`config.mk`:
```
export PLATFORM = sky130hd
export DESIGN_NAME = slice_cache_furthest_eviction_core
export DESIGN_NICKNAME = d
export VERILOG_FILES = /design/src/hdl/scfe_pkg.sv /design/src/hdl/scfe_ram.sv /design/src/hdl/scfe_front.sv /design/src/hdl/scfe_queue.sv /design/src/hdl/scfe_back.sv /design/src/hdl/slice_cache_furthest_eviction_core.sv
export SDC_FILE = /design/constraint.sdc
export NUM_CORES = 1
export LEC_CHECK = 0
export BUFFER_PORTS_ARGS = -buffer_cell sky130_fd_sc_hd__buf_2
export CAP_MARGIN = 20
export CELL_PAD_IN_SITES_DETAIL_PLACEMENT = 0
export CELL_PAD_IN_SITES_GLOBAL_PLACEMENT = 1
export CORE_AREA = 2 2 264 266
export CTS_BUF_LIST = sky130_fd_sc_hd__clkbuf_8
export DETAILED_ROUTE_END_ITERATION = 8
export DIE_AREA = 0 0 266 268
export GPL_TIMING_DRIVEN = 1
export PLACE_DENSITY_LB_ADDON = 0.1
export SYNTH_ARGS = -nofsm -noshare
export SYNTH_HDL_FRONTEND = slang
export SYNTH_SLANG_ARGS = --single-unit
```
`constraint.sdc`:
```
create_clock -name clk -period 11.2 [get_ports clk]
set_input_delay 1.12 -clock clk [delete_from_list [all_inputs] [get_ports clk]]
set_output_delay 1.12 -clock clk [all_outputs]
set_load 0.05 [all_outputs]
```
`src/hdl/scfe_pkg.sv`:
```
package scfe_pkg;

    // Widths of the fields on the ports.
    localparam int IN_W  = 10;
    localparam int OUT_W = 8;
    localparam int CFG_W = 9;

    // Configuration register indexes.
    localparam int CFG_IDX_W = 1;
    localparam logic [CFG_IDX_W-1:0] CFG_TOTAL_SLICES = 1'b0;
    localparam logic [CFG_IDX_W-1:0] CFG_CAPACITY     = 1'b1;

    // Configuration register values after reset.
    localparam logic [CFG_W-1:0] TOTAL_RESET = 9'd256;
    localparam logic [CFG_W-1:0] CAP_RESET   = 9'd4;

    // The residency map is stored as rows of ROW_W flags.
    localparam int ROW_SHIFT = 3;
    localparam int ROW_W     = 1 << ROW_SHIFT;

    // Depth of the queue between the front and the engine (a power of two).
    localparam int QDEPTH = 2;

    // One result as the engine hands it to the output ports.
    typedef struct packed {
        logic             hit;
        logic [OUT_W-1:0] served_index;
        logic             evicted;
        logic [OUT_W-1:0] evicted_index;
    } res_t;

endpackage

```
`src/hdl/scfe_ram.sv`:
```
module scfe_ram #(
    parameter int WIDTH = 8,
    parameter int DEPTH = 32
) (
    input  logic                     clk,
    input  logic                     we,
    input  logic [$clog2(DEPTH)-1:0] waddr,
    input  logic [WIDTH-1:0]         wdata,
    input  logic                     re,
    input  logic [$clog2(DEPTH)-1:0] raddr,
    output logic [WIDTH-1:0]         rdata
);

    logic [WIDTH-1:0] mem [DEPTH];
    logic [WIDTH-1:0] rdata_reg;

    always_ff @(posedge clk)
    begin
        if (we)
        begin
            mem[waddr] <= wdata;
        end
        if (re)
        begin
            rdata_reg <= mem[raddr];
        end
    end

    assign rdata = rdata_reg;

endmodule

```
`src/hdl/scfe_front.sv`:
```
module scfe_front #(
    parameter int MAX_SLICES = 256
) (
    input  logic                              start,
    input  logic                              busy,
    input  logic [scfe_pkg::IN_W-1:0]         slice_index,
    input  logic [scfe_pkg::CFG_W-1:0]        total_slices,
    output logic                              push,
    output logic [$clog2(MAX_SLICES)-1:0]     push_idx
);

    localparam int IW   = $clog2(MAX_SLICES);
    localparam int MW   = $clog2(MAX_SLICES + 1);
    localparam int AW   = (scfe_pkg::IN_W > scfe_pkg::CFG_W) ? scfe_pkg::IN_W : scfe_pkg::CFG_W;
    localparam int CMPW = (AW > MW) ? AW : MW;

    logic [CMPW-1:0] total_x;
    logic [CMPW-1:0] max_x;
    logic [CMPW-1:0] total_eff;
    logic [CMPW-1:0] req_x;
    logic [CMPW-1:0] clamped;

    // A request is taken whenever the queue has room and no clearing runs.
    assign push = start & ~busy;

    // Slices in use: zero counts as one, and the map size is the ceiling.
    always_comb
    begin
        total_x = CMPW'(total_slices);
        max_x   = CMPW'(MAX_SLICES);
        req_x   = CMPW'(slice_index);
        if (total_x == '0)
        begin
            total_eff = CMPW'(1);
        end
        else if (total_x > max_x)
        begin
            total_eff = max_x;
        end
        else
        begin
            total_eff = total_x;
        end
        clamped = (req_x >= total_eff) ? (total_eff - CMPW'(1)) : req_x;
    end

    assign push_idx = IW'(clamped);

endmodule

```
`src/hdl/scfe_queue.sv`:
```
module scfe_queue #(
    parameter int WIDTH = 8
) (
    input  logic             clk,
    input  logic             rst_n,
    input  logic             push,
    input  logic [WIDTH-1:0] push_data,
    input  logic             pop,
    output logic             not_empty,
    output logic             full,
    output logic [WIDTH-1:0] head
);

    localparam int PW = $clog2(scfe_pkg::QDEPTH);
    localparam int CW = $clog2(scfe_pkg::QDEPTH + 1);

    logic [WIDTH-1:0] entry_reg [scfe_pkg::QDEPTH];
    logic [PW-1:0]    wr_ptr_reg;
    logic [PW-1:0]    wr_ptr_next;
    logic [PW-1:0]    rd_ptr_reg;
    logic [PW-1:0]    rd_ptr_next;
    logic [CW-1:0]    count_reg;
    logic [CW-1:0]    count_next;

    assign not_empty = (count_reg != '0);
    assign full      = (count_reg == CW'(scfe_pkg::QDEPTH));
    assign head      = entry_reg[rd_ptr_reg];

    always_comb
    begin
        wr_ptr_next = wr_ptr_reg;
        rd_ptr_next = rd_ptr_reg;
        count_next  = count_reg;
        if (push)
        begin
            wr_ptr_next = wr_ptr_reg + PW'(1);
        end
        if (pop)
        begin
            rd_ptr_next = rd_ptr_reg + PW'(1);
        end
        if (push && !pop)
        begin
            count_next = count_reg + CW'(1);
        end
        else if (pop && !push)
        begin
            count_next = count_reg - CW'(1);
        end
    end

    always_ff @(posedge clk or negedge rst_n)
    begin
        if (!rst_n)
        begin
            wr_ptr_reg <= '0;
            rd_ptr_reg <= '0;
            count_reg  <= '0;
        end
        else
        begin
            wr_ptr_reg <= wr_ptr_next;
            rd_ptr_reg <= rd_ptr_next;
            count_reg  <= count_next;
        end
    end

    always_ff @(posedge clk)
    begin
        if (push)
        begin
            entry_reg[wr_ptr_reg] <= push_data;
        end
    end

endmodule

```
`src/hdl/scfe_back.sv`:
```
module scfe_back #(
    parameter int MAX_SLICES = 256
) (
    input  logic                           clk,
    input  logic                           rst_n,
    input  logic                           q_valid,
    input  logic [$clog2(MAX_SLICES)-1:0]  q_idx,
    output logic                           q_pop,
    input  logic [scfe_pkg::CFG_W-1:0]     capacity,
    output logic                           clearing,
    output logic                           res_valid,
    output scfe_pkg::res_t                 res
);

    localparam int IW    = $clog2(MAX_SLICES);
    localparam int RS    = scfe_pkg::ROW_SHIFT;
    localparam int RW    = scfe_pkg::ROW_W;
    localparam int NR0   = (MAX_SLICES + RW - 1) / RW;
    localparam int NROWS = (NR0 < 2) ? 2 : NR0;
    localparam int RAW   = $clog2(NROWS);
    localparam int XW    = RAW + RS;
    localparam int CNTW  = $clog2(MAX_SLICES + 1);
    localparam int CMPW  = (CNTW > scfe_pkg::CFG_W) ? CNTW : scfe_pkg::CFG_W;
    localparam int OW    = scfe_pkg::OUT_W;

    localparam logic [2:0] S_CLEAR = 3'd0;
    localparam logic [2:0] S_IDLE  = 3'd1;
    localparam logic [2:0] S_LOOK  = 3'd2;
    localparam logic [2:0] S_SCAN  = 3'd3;
    localparam logic [2:0] S_DRAIN = 3'd4;
    localparam logic [2:0] S_EVRD  = 3'd5;
    localparam logic [2:0] S_EVWR  = 3'd6;

    logic [2:0]      state_reg;
    logic [2:0]      state_next;
    logic [RAW-1:0]  row_ctr_reg;
    logic [RAW-1:0]  row_ctr_next;
    logic [XW-1:0]   cur_reg;
    logic [XW-1:0]   cur_next;
    logic [XW-1:0]   victim_reg;
    logic [XW-1:0]   victim_next;
    logic [XW-1:0]   min_reg;
    logic [XW-1:0]   min_next;
    logic [XW-1:0]   max_reg;
    logic [XW-1:0]   max_next;
    logic            found_reg;
    logic            found_next;
    logic            pend_reg;
    logic            pend_next;
    logic [RAW-1:0]  pend_row_reg;
    logic [RAW-1:0]  pend_row_next;
    logic [CNTW-1:0] count_reg;
    logic [CNTW-1:0] count_next;
    logic            done_reg;
    logic            done_next;
    scfe_pkg::res_t  res_reg;
    scfe_pkg::res_t  res_next;

    logic            ram_we;
    logic [RAW-1:0]  ram_waddr;
    logic [RW-1:0]   ram_wdata;
    logic            ram_re;
    logic [RAW-1:0]  ram_raddr;
    logic [RW-1:0]   ram_rdata;

    logic [XW-1:0]   q_idx_x;
    logic [RS-1:0]   lo_bit;
    logic [RS-1:0]   hi_bit;
    logic [XW-1:0]   dist_lo;
    logic [XW-1:0]   dist_hi;
    logic [XW-1:0]   pick;
    logic [CNTW-1:0] count_inc;

    scfe_ram #(
        .WIDTH (RW),
        .DEPTH (NROWS)
    ) u_map (
        .clk   (clk),
        .we    (ram_we),
        .waddr (ram_waddr),
        .wdata (ram_wdata),
        .re    (ram_re),
        .raddr (ram_raddr),
        .rdata (ram_rdata)
    );

    assign q_idx_x   = XW'(q_idx);
    assign count_inc = count_reg + CNTW'(1);
    assign clearing  = (state_reg == S_CLEAR);
    assign res_valid = done_reg;
    assign res       = res_reg;

    // Lowest and highest set flag of the row coming back from the scan.
    always_comb
    begin
        lo_bit = '0;
        hi_bit = '0;
        for (int i = RW - 1; i >= 0; i--)
        begin
            if (ram_rdata[i])
            begin
                lo_bit = RS'(i);
            end
        end
        for (int i = 0; i < RW; i++)
        begin
            if (ram_rdata[i])
            begin
                hi_bit = RS'(i);
            end
        end
    end

    // The furthest resident slice is the lowest or the highest one.
    always_comb
    begin
        dist_lo = cur_reg - min_reg;
        dist_hi = max_reg - cur_reg;
        pick    = (dist_lo >= dist_hi) ? min_reg : max_reg;
    end

    always_comb
    begin
        state_next    = state_reg;
        row_ctr_next  = row_ctr_reg;
        cur_next      = cur_reg;
        victim_next   = victim_reg;
        min_next      = min_reg;
        max_next      = max_reg;
        found_next    = found_reg;
        pend_next     = 1'b0;
        pend_row_next = row_ctr_reg;
        count_next    = count_reg;
        done_next     = 1'b0;
        res_next      = res_reg;
        q_pop         = 1'b0;
        ram_we        = 1'b0;
        ram_waddr     = row_ctr_reg;
        ram_wdata     = '0;
        ram_re        = 1'b0;
        ram_raddr     = row_ctr_reg;

        if (pend_reg && (ram_rdata != '0))
        begin
            if (!found_reg)
            begin
                min_next = {pend_row_reg, lo_bit};
            end
            max_next   = {pend_row_reg, hi_bit};
            found_next = 1'b1;
        end

        unique case (state_reg)
            S_CLEAR:
            begin
                ram_we       = 1'b1;
                ram_waddr    = row_ctr_reg;
                ram_wdata    = '0;
                row_ctr_next = row_ctr_reg + RAW'(1);
                if (row_ctr_reg == RAW'(NROWS - 1))
                begin
                    row_ctr_next = '0;
                    state_next   = S_IDLE;
                end
            end
            S_IDLE:
            begin
                if (q_valid)
                begin
                    q_pop      = 1'b1;
                    cur_next   = q_idx_x;
                    ram_re     = 1'b1;
                    ram_raddr  = q_idx_x[XW-1:RS];
                    state_next = S_LOOK;
                end
            end
            S_LOOK:
            begin
                res_next.served_index  = OW'(cur_reg);
                res_next.evicted       = 1'b0;
                res_next.evicted_index = '0;
                if (ram_rdata[cur_reg[RS-1:0]])
                begin
                    res_next.hit = 1'b1;
                    done_next    = 1'b1;
                    state_next   = S_IDLE;
                end
                else
                begin
                    res_next.hit = 1'b0;
                    ram_we       = 1'b1;
                    ram_waddr    = cur_reg[XW-1:RS];
                    ram_wdata    = ram_rdata | (RW'(1) << cur_reg[RS-1:0]);
                    count_next   = count_inc;
                    if (CMPW'(count_inc) > CMPW'(capacity))
                    begin
                        found_next   = 1'b0;
                        row_ctr_next = '0;
                        state_next   = S_SCAN;
                    end
                    else
                    begin
                        done_next  = 1'b1;
                        state_next = S_IDLE;
                    end
                end
            end
            S_SCAN:
            begin
                ram_re        = 1'b1;
                ram_raddr     = row_ctr_reg;
                pend_next     = 1'b1;
                pend_row_next = row_ctr_reg;
                row_ctr_next  = row_ctr_reg + RAW'(1);
                if (row_ctr_reg == RAW'(NROWS - 1))
                begin
                    row_ctr_next = '0;
                    state_next   = S_DRAIN;
                end
            end
            S_DRAIN:
            begin
                state_next = S_EVRD;
            end
            S_EVRD:
            begin
                victim_next = pick;
                ram_re      = 1'b1;
                ram_raddr   = pick[XW-1:RS];
                state_next  = S_EVWR;
            end
            S_EVWR:
            begin
                ram_we                 = 1'b1;
                ram_waddr              = victim_reg[XW-1:RS];
                ram_wdata              = ram_rdata & ~(RW'(1) << victim_reg[RS-1:0]);
                count_next             = count_reg - CNTW'(1);
                res_next.evicted       = 1'b1;
                res_next.evicted_index = OW'(victim_reg);
                done_next              = 1'b1;
                state_next             = S_IDLE;
            end
            default:
            begin
                state_next = S_IDLE;
            end
        endcase
    end

    always_ff @(posedge clk or negedge rst_n)
    begin
        if (!rst_n)
        begin
            state_reg   <= S_CLEAR;
            row_ctr_reg <= '0;
            found_reg   <= 1'b0;
            pend_reg    <= 1'b0;
            count_reg   <= '0;
            done_reg    <= 1'b0;
        end
        else
        begin
            state_reg   <= state_next;
            row_ctr_reg <= row_ctr_next;
            found_reg   <= found_next;
            pend_reg    <= pend_next;
            count_reg   <= count_next;
            done_reg    <= done_next;
        end
    end

    always_ff @(posedge clk)
    begin
        cur_reg      <= cur_next;
        victim_reg   <= victim_next;
        min_reg      <= min_next;
        max_reg      <= max_next;
        pend_row_reg <= pend_row_next;
        res_reg      <= res_next;
    end

endmodule

```
`src/hdl/slice_cache_furthest_eviction_core.sv`:
```
// Residency manager for a cache of numbered slices with furthest-slice
// eviction. A request is transferred at a rising edge where start is high and
// busy is low; its result appears on the result ports for exactly one cycle,
// marked by done, and the receiver cannot stall it. Requests go into a
// two-entry queue, so up to two may be pending while the engine works. When
// the engine is free, a hit or a miss that needs no eviction is popped from
// the queue in the idle state and decided in the look state, which registers
// done. A miss that pushes the resident count above the capacity goes on to
// an eviction: the engine walks the residency memory one 8-flag row per cycle
// through its single read port to find the lowest and highest resident
// slice, then clears the victim. After reset the engine clears the residency
// memory, one row per cycle; busy stays high during that pass, while
// configuration writes are accepted as always.
module slice_cache_furthest_eviction_core #(
    parameter int MAX_SLICES = 256
) (
    input  logic                                clk,
    input  logic                                rst_n,
    input  logic                                start,
    output logic                                busy,
    input  logic [scfe_pkg::IN_W-1:0]           slice_index,
    output logic                                done,
    output logic                                hit,
    output logic [scfe_pkg::OUT_W-1:0]          served_index,
    output logic                                evicted,
    output logic [scfe_pkg::OUT_W-1:0]          evicted_index,
    input  logic                                cfg_valid,
    output logic                                cfg_ready,
    input  logic [scfe_pkg::CFG_IDX_W-1:0]      cfg_index,
    input  logic [scfe_pkg::CFG_W-1:0]          cfg_data
);

    localparam int IW = $clog2(MAX_SLICES);

    logic [scfe_pkg::CFG_W-1:0] total_slices_reg;
    logic [scfe_pkg::CFG_W-1:0] capacity_reg;

    logic          push;
    logic [IW-1:0] push_idx;
    logic          q_valid;
    logic          q_full;
    logic [IW-1:0] q_idx;
    logic          q_pop;
    logic          clearing;
    logic          res_valid;
    scfe_pkg::res_t res;

    // The configuration registers take every transfer; only configured
    // indexes change anything.
    assign cfg_ready = 1'b1;

    always_ff @(posedge clk or negedge rst_n)
    begin
        if (!rst_n)
        begin
            total_slices_reg <= scfe_pkg::TOTAL_RESET;
            capacity_reg     <= scfe_pkg::CAP_RESET;
        end
        else if (cfg_valid && cfg_ready)
        begin
            unique case (cfg_index)
                scfe_pkg::CFG_TOTAL_SLICES:
                begin
                    total_slices_reg <= cfg_data;
                end
                scfe_pkg::CFG_CAPACITY:
                begin
                    capacity_reg <= cfg_data;
                end
                default:
                begin
                    total_slices_reg <= total_slices_reg;
                end
            endcase
        end
    end

    // New requests are held off while the queue is full or while the
    // residency memory is still being cleared after reset.
    assign busy = q_full | clearing;

    // The front clamps the requested index to the slices in use.
    scfe_front #(
        .MAX_SLICES (MAX_SLICES)
    ) u_front (
        .start        (start),
        .busy         (busy),
        .slice_index  (slice_index),
        .total_slices (total_slices_reg),
        .push         (push),
        .push_idx     (push_idx)
    );

    scfe_queue #(
        .WIDTH (IW)
    ) u_queue (
        .clk       (clk),
        .rst_n     (rst_n),
        .push      (push),
        .push_data (push_idx),
        .pop       (q_pop),
        .not_empty (q_valid),
        .full      (q_full),
        .head      (q_idx)
    );

    // The engine owns the residency memory and the resident count.
    scfe_back #(
        .MAX_SLICES (MAX_SLICES)
    ) u_back (
        .clk       (clk),
        .rst_n     (rst_n),
        .q_valid   (q_valid),
        .q_idx     (q_idx),
        .q_pop     (q_pop),
        .capacity  (capacity_reg),
        .clearing  (clearing),
        .res_valid (res_valid),
        .res       (res)
    );

    assign done          = res_valid;
    assign hit           = res.hit;
    assign served_index  = res.served_index;
    assign evicted       = res.evicted;
    assign evicted_index = res.evicted_index;

endmodule

```
After elaboration in Yosys (flattened, before gate mapping) --
Memories as Yosys holds them, arrays and structs flattened. A register that Yosys moved wholly into a read port is not among the register bits. Index checks and enable logic that the tools add are counted.
Word-level totals: register bits 97, bits in writable memories 272, input port bits 24, output and inout bits 21, word-level logic and storage cells 150, memories 2
Operators by class: add/sub/neg operators 10, $lt $le $gt $ge 5, eq/ne operators 13, shift-type cells 2, multiplexer cells 58, bitwise gates (word level) 8, reduce and logical (&&, ||, !) cells 26
Memories:
- u_back.u_map.mem | words 32, bits a word 8, read ports 1, clocked after Yosys merged registers in 1, wr ports 1, RTL line scfe_ram.sv:14 | logic [WIDTH-1:0] mem [DEPTH];
- u_queue.entry_reg | words 2, bits a word 8, read ports 1, clocked after Yosys merged registers in 0, wr ports 1, RTL line scfe_queue.sv:17 | logic [WIDTH-1:0] entry_reg [scfe_pkg::QDEPTH];
Operators by type and width (number):
- $pmux 9 s2 | 2
- $pmux 5 s2 | 3
- $mux 9 | 3
- $mux 5 | 5
- $mux 3 | 8
- $mux 8 | 3
- $mux 1 | 19
- $mux 2 | 9
- $pmux 3 s6 | 1
- $pmux 8 s2 | 1
- $shl 1x3->8 const A | 2
- $sub 8x8->8 | 2
- $ge 10x9->1 | 1
- $reduce_and 2->1 | 5
- $reduce_or 2->1 | 5
- $add 9x1->9 const B | 1
- $eq 3x3->1 const B | 3
- $gt 9x9->1 | 1
- $gt 9x9->1 const B | 1
- $logic_not 9->1 | 1
- $sub 9x1->9 const B | 1
- $and 8x8->8 | 1
- $ge 8x8->1 | 1
- $not 8->8 | 1
- 25 further kinds | 42

Logic depth before layout (Yosys ltp) --
Gate-level depths: netlist (run 1).
depth in word-level cells 8, mapped depth 24

By module --
From an unflattened synthesis (run 1), not the netlist that was laid out.
Unflattened totals: cells, all modules 1035, area, all modules 16832.4 um^2
By module, submodules not included:
- scfe_ram | instances 1, cells an instance 417, area each 10133.5 um^2, seq. area each 7927.6 um^2
- scfe_back | instances 1, cells an instance 471, area each 4730.8 um^2, seq. area each 2102.0 um^2
- scfe_queue | instances 1, cells an instance 41, area each 773.2 um^2, seq. area each 580.6 um^2
- slice_cache_furthest_eviction_core | instances 1, cells an instance 42, area each 704.4 um^2, seq. area each 452.9 um^2
- scfe_front | instances 1, cells an instance 64, area each 490.5 um^2, seq. area each 0.0 um^2

Least setup slack after synthesis (run 1) --
No wires, ideal clock.
path kind reg-to-reg, start point register u_back.cur_reg[0], end point register u_back.u_map.rdata_reg[2] (netlist: u_back.u_map.rdata[2]) (read register of u_back.u_map.mem), data pin, library setup time 281 ps, arrival time 4578 ps, data required time 10919 ps, slack 6341 ps, cell stages (with the launch flop) 22, path buffers 4, period minus slack after synthesis 4859 ps, path through edfxtp_1 clkbuf_1 inv_1 ha_1 fa_1 inv_1 a21o_1 a21oi_1 o21bai_1 a21oi_1 xnor2_1 ha_1 nand4_1 o31ai_4 mux2_2 o221ai_2 buf_4 buf_4 buf_4 mux2_1 o211ai_1 o2111ai_1
On the way: word-level cells in the longest chain between the ends 4, elaborated cells between the ends (all ways) 5, classes of those cells add/sub (2); order compare (1); mux (2)
RTL lines:
- start, declared | RTL line scfe_back.sv:38 | logic [XW-1:0] cur_reg;
- start signal, assigned | RTL line scfe_back.sv:274 | cur_reg <= cur_next;
- $sub 8x8->8, on equally long branches | RTL line scfe_back.sv:117, scfe_back.sv:118
- $ge 8x8->1 (*) | RTL line scfe_back.sv:119 | pick = (dist_lo >= dist_hi) ? min_reg : max_reg;
- $mux 8 (*) | RTL line scfe_back.sv:119
- via u_back.pick[4] | RTL line scfe_back.sv:71 | logic [XW-1:0] pick;
- $pmux 5 s2 (*) | RTL line scfe_back.sv:153 | unique case (state_reg)
- end, declared | RTL line scfe_ram.sv:15 | logic [WIDTH-1:0] rdata_reg;
Mark *: on every way through the listed nets, which the timed path passes. The rest lies on a longest branch. A chain may end at the register's enable or synchronous reset.

Worst setup path in the final report (run 1) --
start point register u_back.cur_reg[1], end point register u_back.u_map.rdata_reg[1] (netlist: u_back.u_map.rdata[1]) (read register of u_back.u_map.mem), data pin
Same word-level chain as after synthesis.

==> impl_metrics.csv, run 1 <==
group,metric,value,unit
global_routing,grt.total_usage,14.5,%
worst_setup_path,crit_required,11.69,ns
route,route.detailed.drc,0,
yosys,synth_seq_area_share,65.3,%
sta,slew_violations,0,
placed_design,place_area,0.0182,mm2
floorplan,die-area,0.0713,mm2
clocking,postCtsSetupBuffers,0,
worst_setup_path,slowest_stage,"a221oi_1",
sta,rsz0062_at_grt,"no",
yosys,synth_area_leaders,"edfxtp_1 (59%), mux2i_1 (7.9%), dfrtp_1 (5.9%), ha_1 (3.4%), mux2_2 (2.5%)",
yosys,synth_nets,1247,
final_layout,finalNetCount,1337,
worst_setup_path,start_kind,"flop",
global_routing,grt_pass1_vias,10310,
clocking,htree_num_levels,3,
clocking,clkLatencyLatePin,0.65,ns
yosys,yosysTopAreaCellShare,58.5,%
sta,post-route-min-period,6.55,ns
worst_setup_path,cp_top_family,"compound AO/OA/AOI/OAI gates",
floorplan,dieHeight,268,um
clocking,cts_tree,"built",
sta,worst_pin_slew,1.10,ns
final_layout,seqCellArea,0.0111,mm2
floorplan,start_util,24.8,%
yosys,synthArstFlopShare,11.1,%
status,status,"finished clean",
placed_design,io_buffers,43,
worst_setup_path,r2r_start,"u_back.cur_reg[1]$_DFFE_PP_",
final_layout,drive_above_1_share,16.7,%
worst_setup_path,crit_top_cell,"a21oi_1",
route,viasPerCell,4.55,
clocking,clk_pin_slew,0.06,ns
clocking,cts-root-buf,"clkbuf_8",
yosys,synth_enable_flop_cells,330,
sta,setup_viol,0,
yosys,synth_ff_type,"edfxtp_1",
floorplan,die_w,266,um
placed_design,gp_congestion,0.731,
global_routing,grt_pass1_wl,73.9,mm
route,drt_pass1_iterations,5,
yosys,syn_inst,1175,
yosys,yosys_warnings,0,
yosys,ys_seq_elements,377,
global_routing,gr-total-overflow,0,
floorplan,ios,45,
clocking,clock-sinks,377,
worst_setup_path,cp-startpoint,"u_back.cur_reg[1]$_DFFE_PP_",
power_and_ir_drop,ir_worst_vdd,0.000137,V
sta,clock.fmax,153,MHz
worst_setup_path,crit_type,"reg2reg",
power_and_ir_drop,power_density,315,mW/mm2
yosys,synthTopCellsByCount,"edfxtp_1 (330), mux2i_1 (134), nor2_1 (76)",
worst_setup_path,path_max_fanout,46,
floorplan,fp-row-count,96,
worst_setup_path,cp.buffers_inverters,2,
floorplan,core,0.0682,mm2
clocking,postCtsResizedCells,0,
flow_run,maxCapViolations,0,
placed_design,dp_hpwl,34.8,mm
final_layout,multi_input_area,0.00544,mm2
yosys,synth_area_leader_cell,"edfxtp_1",
min_path,min_path_type,"reg2reg",
yosys,synth.avg_cell_area,14.4,um2
power_and_ir_drop,cellLeakagePower,7.38,nW
route,totalWireLength,51.4,mm
yosys,synth_most_common_cell,"edfxtp_1",
sta,hold_viol,0,
final_layout,final_cell_area,0.0196,mm2
power_and_ir_drop,power.total,6.16,mW
sta,tns,0,ns
final_layout,largest_reg_flops,256,
min_path,hold_path_startpoint,"u_back.pend_row_reg[1]$_DFF_P_",
route,wl_per_cell,23.3,um
sta,slew_headroom,26.0,%
final_layout,fill_cells,6903,
global_routing,antenna_found_initial,2,
yosys,syn_area,0.0169,mm2
clocking,ctsHoldBuffers,0,
final_layout,syn2layout_area_growth,15.6,%
sta,fin_skew,0.0342,ns
worst_setup_path,crit_chain,"inv_1 -> ha_1 -> a21oi_1 -> o21ai_0 -> a21oi_1 -> o21bai_1 -> a21o_1 -> a21oi_1 -> xnor2_1 -> ha_1 -> nand4_1 -> o31ai_4 -> mux2_2 -> o221ai_4 -> buf_4 -> mux2i_1 -> a221oi_1 -> nor4_1 -> o2111ai_1",
global_routing,grt_max_degree,47,
worst_setup_path,crit_path_end_kind,"flop",
worst_setup_path,slowest_delay,0.83,ns
route,drt_iter0_markers,748,
worst_setup_path,critPathArrivalTime,7.04,ns
sta,period_share,58.5,%
route,ant_nets,0,
clocking,numCtsBuffers,72,
yosys,synth_cell_type_count,64,
clocking,cts_buffer_depth,3,
route,vias,10039,
## path summary, 6_finish.rpt
check / to / slack [ns] / depth (start not counted)
setup / recovery: u_back.u_map.rdata[1]$_DFFE_PP_ / 4.65 / 19
hold / removal: u_back.min_reg[4]$_DFFE_PP_ / 0.42 / 0
setup reg to reg: u_back.u_map.rdata[1]$_DFFE_PP_ / 4.65 / 19
hold reg to reg: u_back.min_reg[4]$_DFFE_PP_ / 0.42 / 0
max in group asynchronous: u_back.state_reg[1]$_DFFE_PN0P_ / 10.19 / 2
min in group asynchronous: total_slices_reg[3]$_DFFE_PN0P_ / 0.58 / 2
## worst register-to-register path, cell delays in order (launching register included)
cell and delay, ns:
edfxtp_1 0.55, inv_1 0.20, ha_1 0.31, a21oi_1 0.06, o21ai_0 0.27, a21oi_1 0.11, o21bai_1 0.20, a21o_1 0.15
a21oi_1 0.07, xnor2_1 0.13, ha_1 0.33, nand4_1 0.14, o31ai_4 0.60, mux2_2 0.45, o221ai_4 0.62, buf_4 0.80
mux2i_1 0.28, a221oi_1 0.83, nor4_1 0.11, o2111ai_1 0.21
## layout by cell type (no fill, tap or decap), drive strengths merged, types with 10 or more instances in the layout
cell type / count
clkinv: 33
a21o: 10
nor4: 11
a221oi: 38
mux2i: 134
nor2: 77
a22oi: 15
inv: 76
o211ai: 16
and3: 10
nand3: 19
a21oi: 37
nor2b: 10
xor2: 12
clkbuf: 74
mux2: 52
ha: 46
nand2: 67
buf: 65
o21ai: 25
a31oi: 10
xnor2: 24
dfrtp: 40
edfxtp: 330
## area by class of cell
class	instances	share of cell area (%)
diodes	2	0.0256
clock inverters	57	1.71
inverters	57	1.09
flip-flops and latches	377	56.5
repair buffers	65	2.06
clock buffers	74	5.20
well taps	882	5.64
multi-input cells	692	27.8
## metal layers
layer | up-vias | share of wire, % | global-route usage, %
met2 | 200 | 44 | 22.0
met4 | 0 | 2.2 | 5.18
met3 | 73 | 3.9 | 2.28
met1 | 5061 | 50 | 21.0
met5 | - | 0 | 0
li1 | 4705 | - | -
## power breakdown
group          leakage (nW)  internal [mW]  total, mW  switching [mW]
Combinational          3.06          0.948       2.80            1.85
Clock                 0.757          0.689       1.30           0.613
Sequential             3.56           1.89       2.06           0.169
Total                  7.38           3.53       6.16            2.63
## kinds of logic after synthesis
| family | after synthesis | synth area share [%] |
|---|---|---|
| muxes | 188 | 11.7 |
| adders and majority gates | 48 | 3.63 |
| xor gates and xnor gates | 36 | 1.86 |
| DFF | 377 | 65.3 |
| other | 1 | 0.0221 |
| and+or+nand+nor | 218 | 5.90 |
| AOI/OAI and AO/OA | 201 | 8.67 |
| buffers and inverters | 106 | 2.93 |
## metrics by stage
step	worst slack, ns	hold WS (ns)	instances	utilization [%]
6_report	4.65	0.425	2206	28.7
5_1_grt	4.23	0.424	2205	28.7
4_1_cts	4.63	0.424	2204	28.7
3_5_place_dp	4.64	0.412	2073	26.7
3_3_place_gp	4.64	0.407	2069	26.6
2_1_floorplan	6.34	0.345	1175	-
Power figures use the tool's default switching activity.
==> inputs of run 2 (changes only) <==
clock period = 6.5 ns   (was 11.2 ns; I/O delays follow)
==> impl_metrics.csv, run 2 (synthesis gave the netlist of run 1 again) <==
group,metric,value,unit
status,status,"finished clean",
sta,worst_pin_slew,1.00,ns
clocking,cts_tree,"built",
clocking,ctsHoldBuffers,0,
placed_design,dp_hpwl,35.4,mm
clocking,cts_buffer_depth,3,
power_and_ir_drop,cellLeakagePower,7.38,nW
clocking,clk_pin_slew,0.06,ns
sta,holdWs,0.0985,ns
final_layout,final_common_cell,"edfxtp_1",
worst_setup_path,crit_type,"reg2reg",
sta,clock.fmax,170,MHz
power_and_ir_drop,power.total,10.5,mW
route,totalWireLength,50.8,mm
route,route.detailed.drc,0,
flow_run,maxCapViolations,0,
clocking,postCtsSetupBuffers,0,
power_and_ir_drop,ir_worst_vdd,0.000295,V
clocking,clkLatencyLatePin,0.64,ns
placed_design,io_buffers,43,
power_and_ir_drop,power_density,536,mW/mm2
route,viasPerCell,4.54,
final_layout,largest_reg_flops,256,
floorplan,fp-row-count,96,
floorplan,die-area,0.0713,mm2
final_layout,drive_above_1_share,16.5,%
global_routing,antenna_found_initial,3,
route,wl_per_cell,23.1,um
floorplan,start_util,24.8,%
floorplan,core,0.0682,mm2
worst_setup_path,critPathArrivalTime,6.38,ns
global_routing,grt_pass1_vias,10092,
worst_setup_path,start_kind,"flop",
sta,hold_viol,0,
sta,tns,0,ns
clocking,numCtsBuffers,70,
placed_design,gp_congestion,0.747,
global_routing,grt.total_usage,14.4,%
worst_setup_path,path_max_fanout,26,
route,vias,10009,
final_layout,syn2layout_area_growth,15.2,%
floorplan,die_w,266,um
route,drt_iter0_markers,630,
sta,period_share,90.7,%
sta,setup_viol,0,
route,drt_pass1_iterations,4,
min_path,min_path_type,"in2async",
final_layout,finalNetCount,1343,
worst_setup_path,crit_path_end_kind,"flop",
global_routing,grt_max_degree,43,
clocking,postCtsResizedCells,0,
global_routing,gr-total-overflow,0,
clocking,cts-root-buf,"clkbuf_8",
sta,fin_skew,0.0279,ns
route,ant_nets,0,
sta,post-route-min-period,5.90,ns
floorplan,dieHeight,268,um
sta,rsz0062_at_grt,"no",
worst_setup_path,crit_required,6.98,ns
global_routing,grt_pass1_wl,73.1,mm
floorplan,ios,45,
sta,slew_headroom,32.9,%
final_layout,final_cell_mix,"edfxtp_1 (330), mux2i_1 (134), inv_1 (78), nor2_1 (76), clkbuf_8 (74)",
sta,slew_violations,0,
clocking,clock-sinks,377,
clocking,htree_num_levels,3,
run 2: cell types whose count changed in the layout (fill, tap and decap cells not counted), moves of 2 or more:
| cell | previous run | this run |
|---|---|---|
| buf_4 | 20 | 27 |
| bufinv_16 | 3 | 0 |
| inv_6 | 3 | 1 |
| buf_12 | 0 | 3 |
| clkinv_1 | 23 | 15 |
| clkinv_2 | 10 | 4 |
| inv_1 | 68 | 78 |
run 2: per-stage QoR:
step                setup WS (ns)  instance area, um2  instances  utilization (%)
finish                      0.603               19500       2204             28.6
global route                0.115               19500       2204             28.6
CTS                         0.591               19500       2203             28.6
detailed placement          0.605               18300       2081             26.8
global placement            0.638               18300       2081             26.8
floorplan                    1.64               16900       1175                -
run 2: layer usage:
layer	GRT usage [%]	part of all wire (%)	up-vias
met5	0	0	-
met4	4.86	1.9	0
met3	2.29	3.5	63
met2	22.2	45	191
met1	20.7	50	5045
li1	-	-	4710
run 2: final cells by class:
cell class,instances,area (um2)
well taps,882,1100
fillers,6893,48700
repair buffers,73,478
clock buffers,74,1020
multi-input cells,692,5440
diodes,1,2.50
flip-flops and latches,377,11100
clock inverters,48,201
inverters,57,214
run 2: worst paths after layout:
kind | endpoint | slack [ns] | depth (start not counted) | startpoint
max in group asynchronous | u_back.found_reg$_DFF_PN0_ | 5.96 | 2 | rst_n
worst max-delay path | u_back.u_map.rdata[4]$_DFFE_PP_ | 0.60 | 19 | u_back.cur_reg[1]$_DFFE_PP_
worst min register to register | u_back.min_reg[3]$_DFFE_PP_ | 0.43 | 0 | u_back.pend_row_reg[0]$_DFF_P_
worst min-delay path | capacity_reg[8]$_DFFE_PN0P_ | 0.1 | 2 | rst_n
min in group clk | capacity_reg[3]$_DFFE_PN0P_ | 0.25 | 2 | cfg_data[3]
worst max register to register | u_back.u_map.rdata[4]$_DFFE_PP_ | 0.60 | 19 | u_back.cur_reg[1]$_DFFE_PP_
run 2: worst max-delay path, stage by stage (launching register included):
cell and delay (ns):
edfxtp_1 0.54, inv_1 0.20, ha_1 0.31, a21oi_1 0.14
o21ai_0 0.13, a21oi_1 0.17, o21bai_1 0.11, a21o_1 0.19
a21oi_1 0.17, xnor2_1 0.09, ha_1 0.32, nand4_1 0.16
o31ai_4 0.56, mux2_4 0.39, a221oi_4 0.70, nor2b_4 0.30
buf_4 0.24, a221oi_1 0.62, o211ai_1 0.24, o2111ai_1 0.14
run 2: power breakdown:
group / switching, mW / internal [mW] / leakage [nW]
registers: 0.291 / 3.26 / 3.56
logic: 3.15 / 1.72 / 3.11
clock network: 1.00 / 1.05 / 0.717
total: 4.44 / 6.02 / 7.38
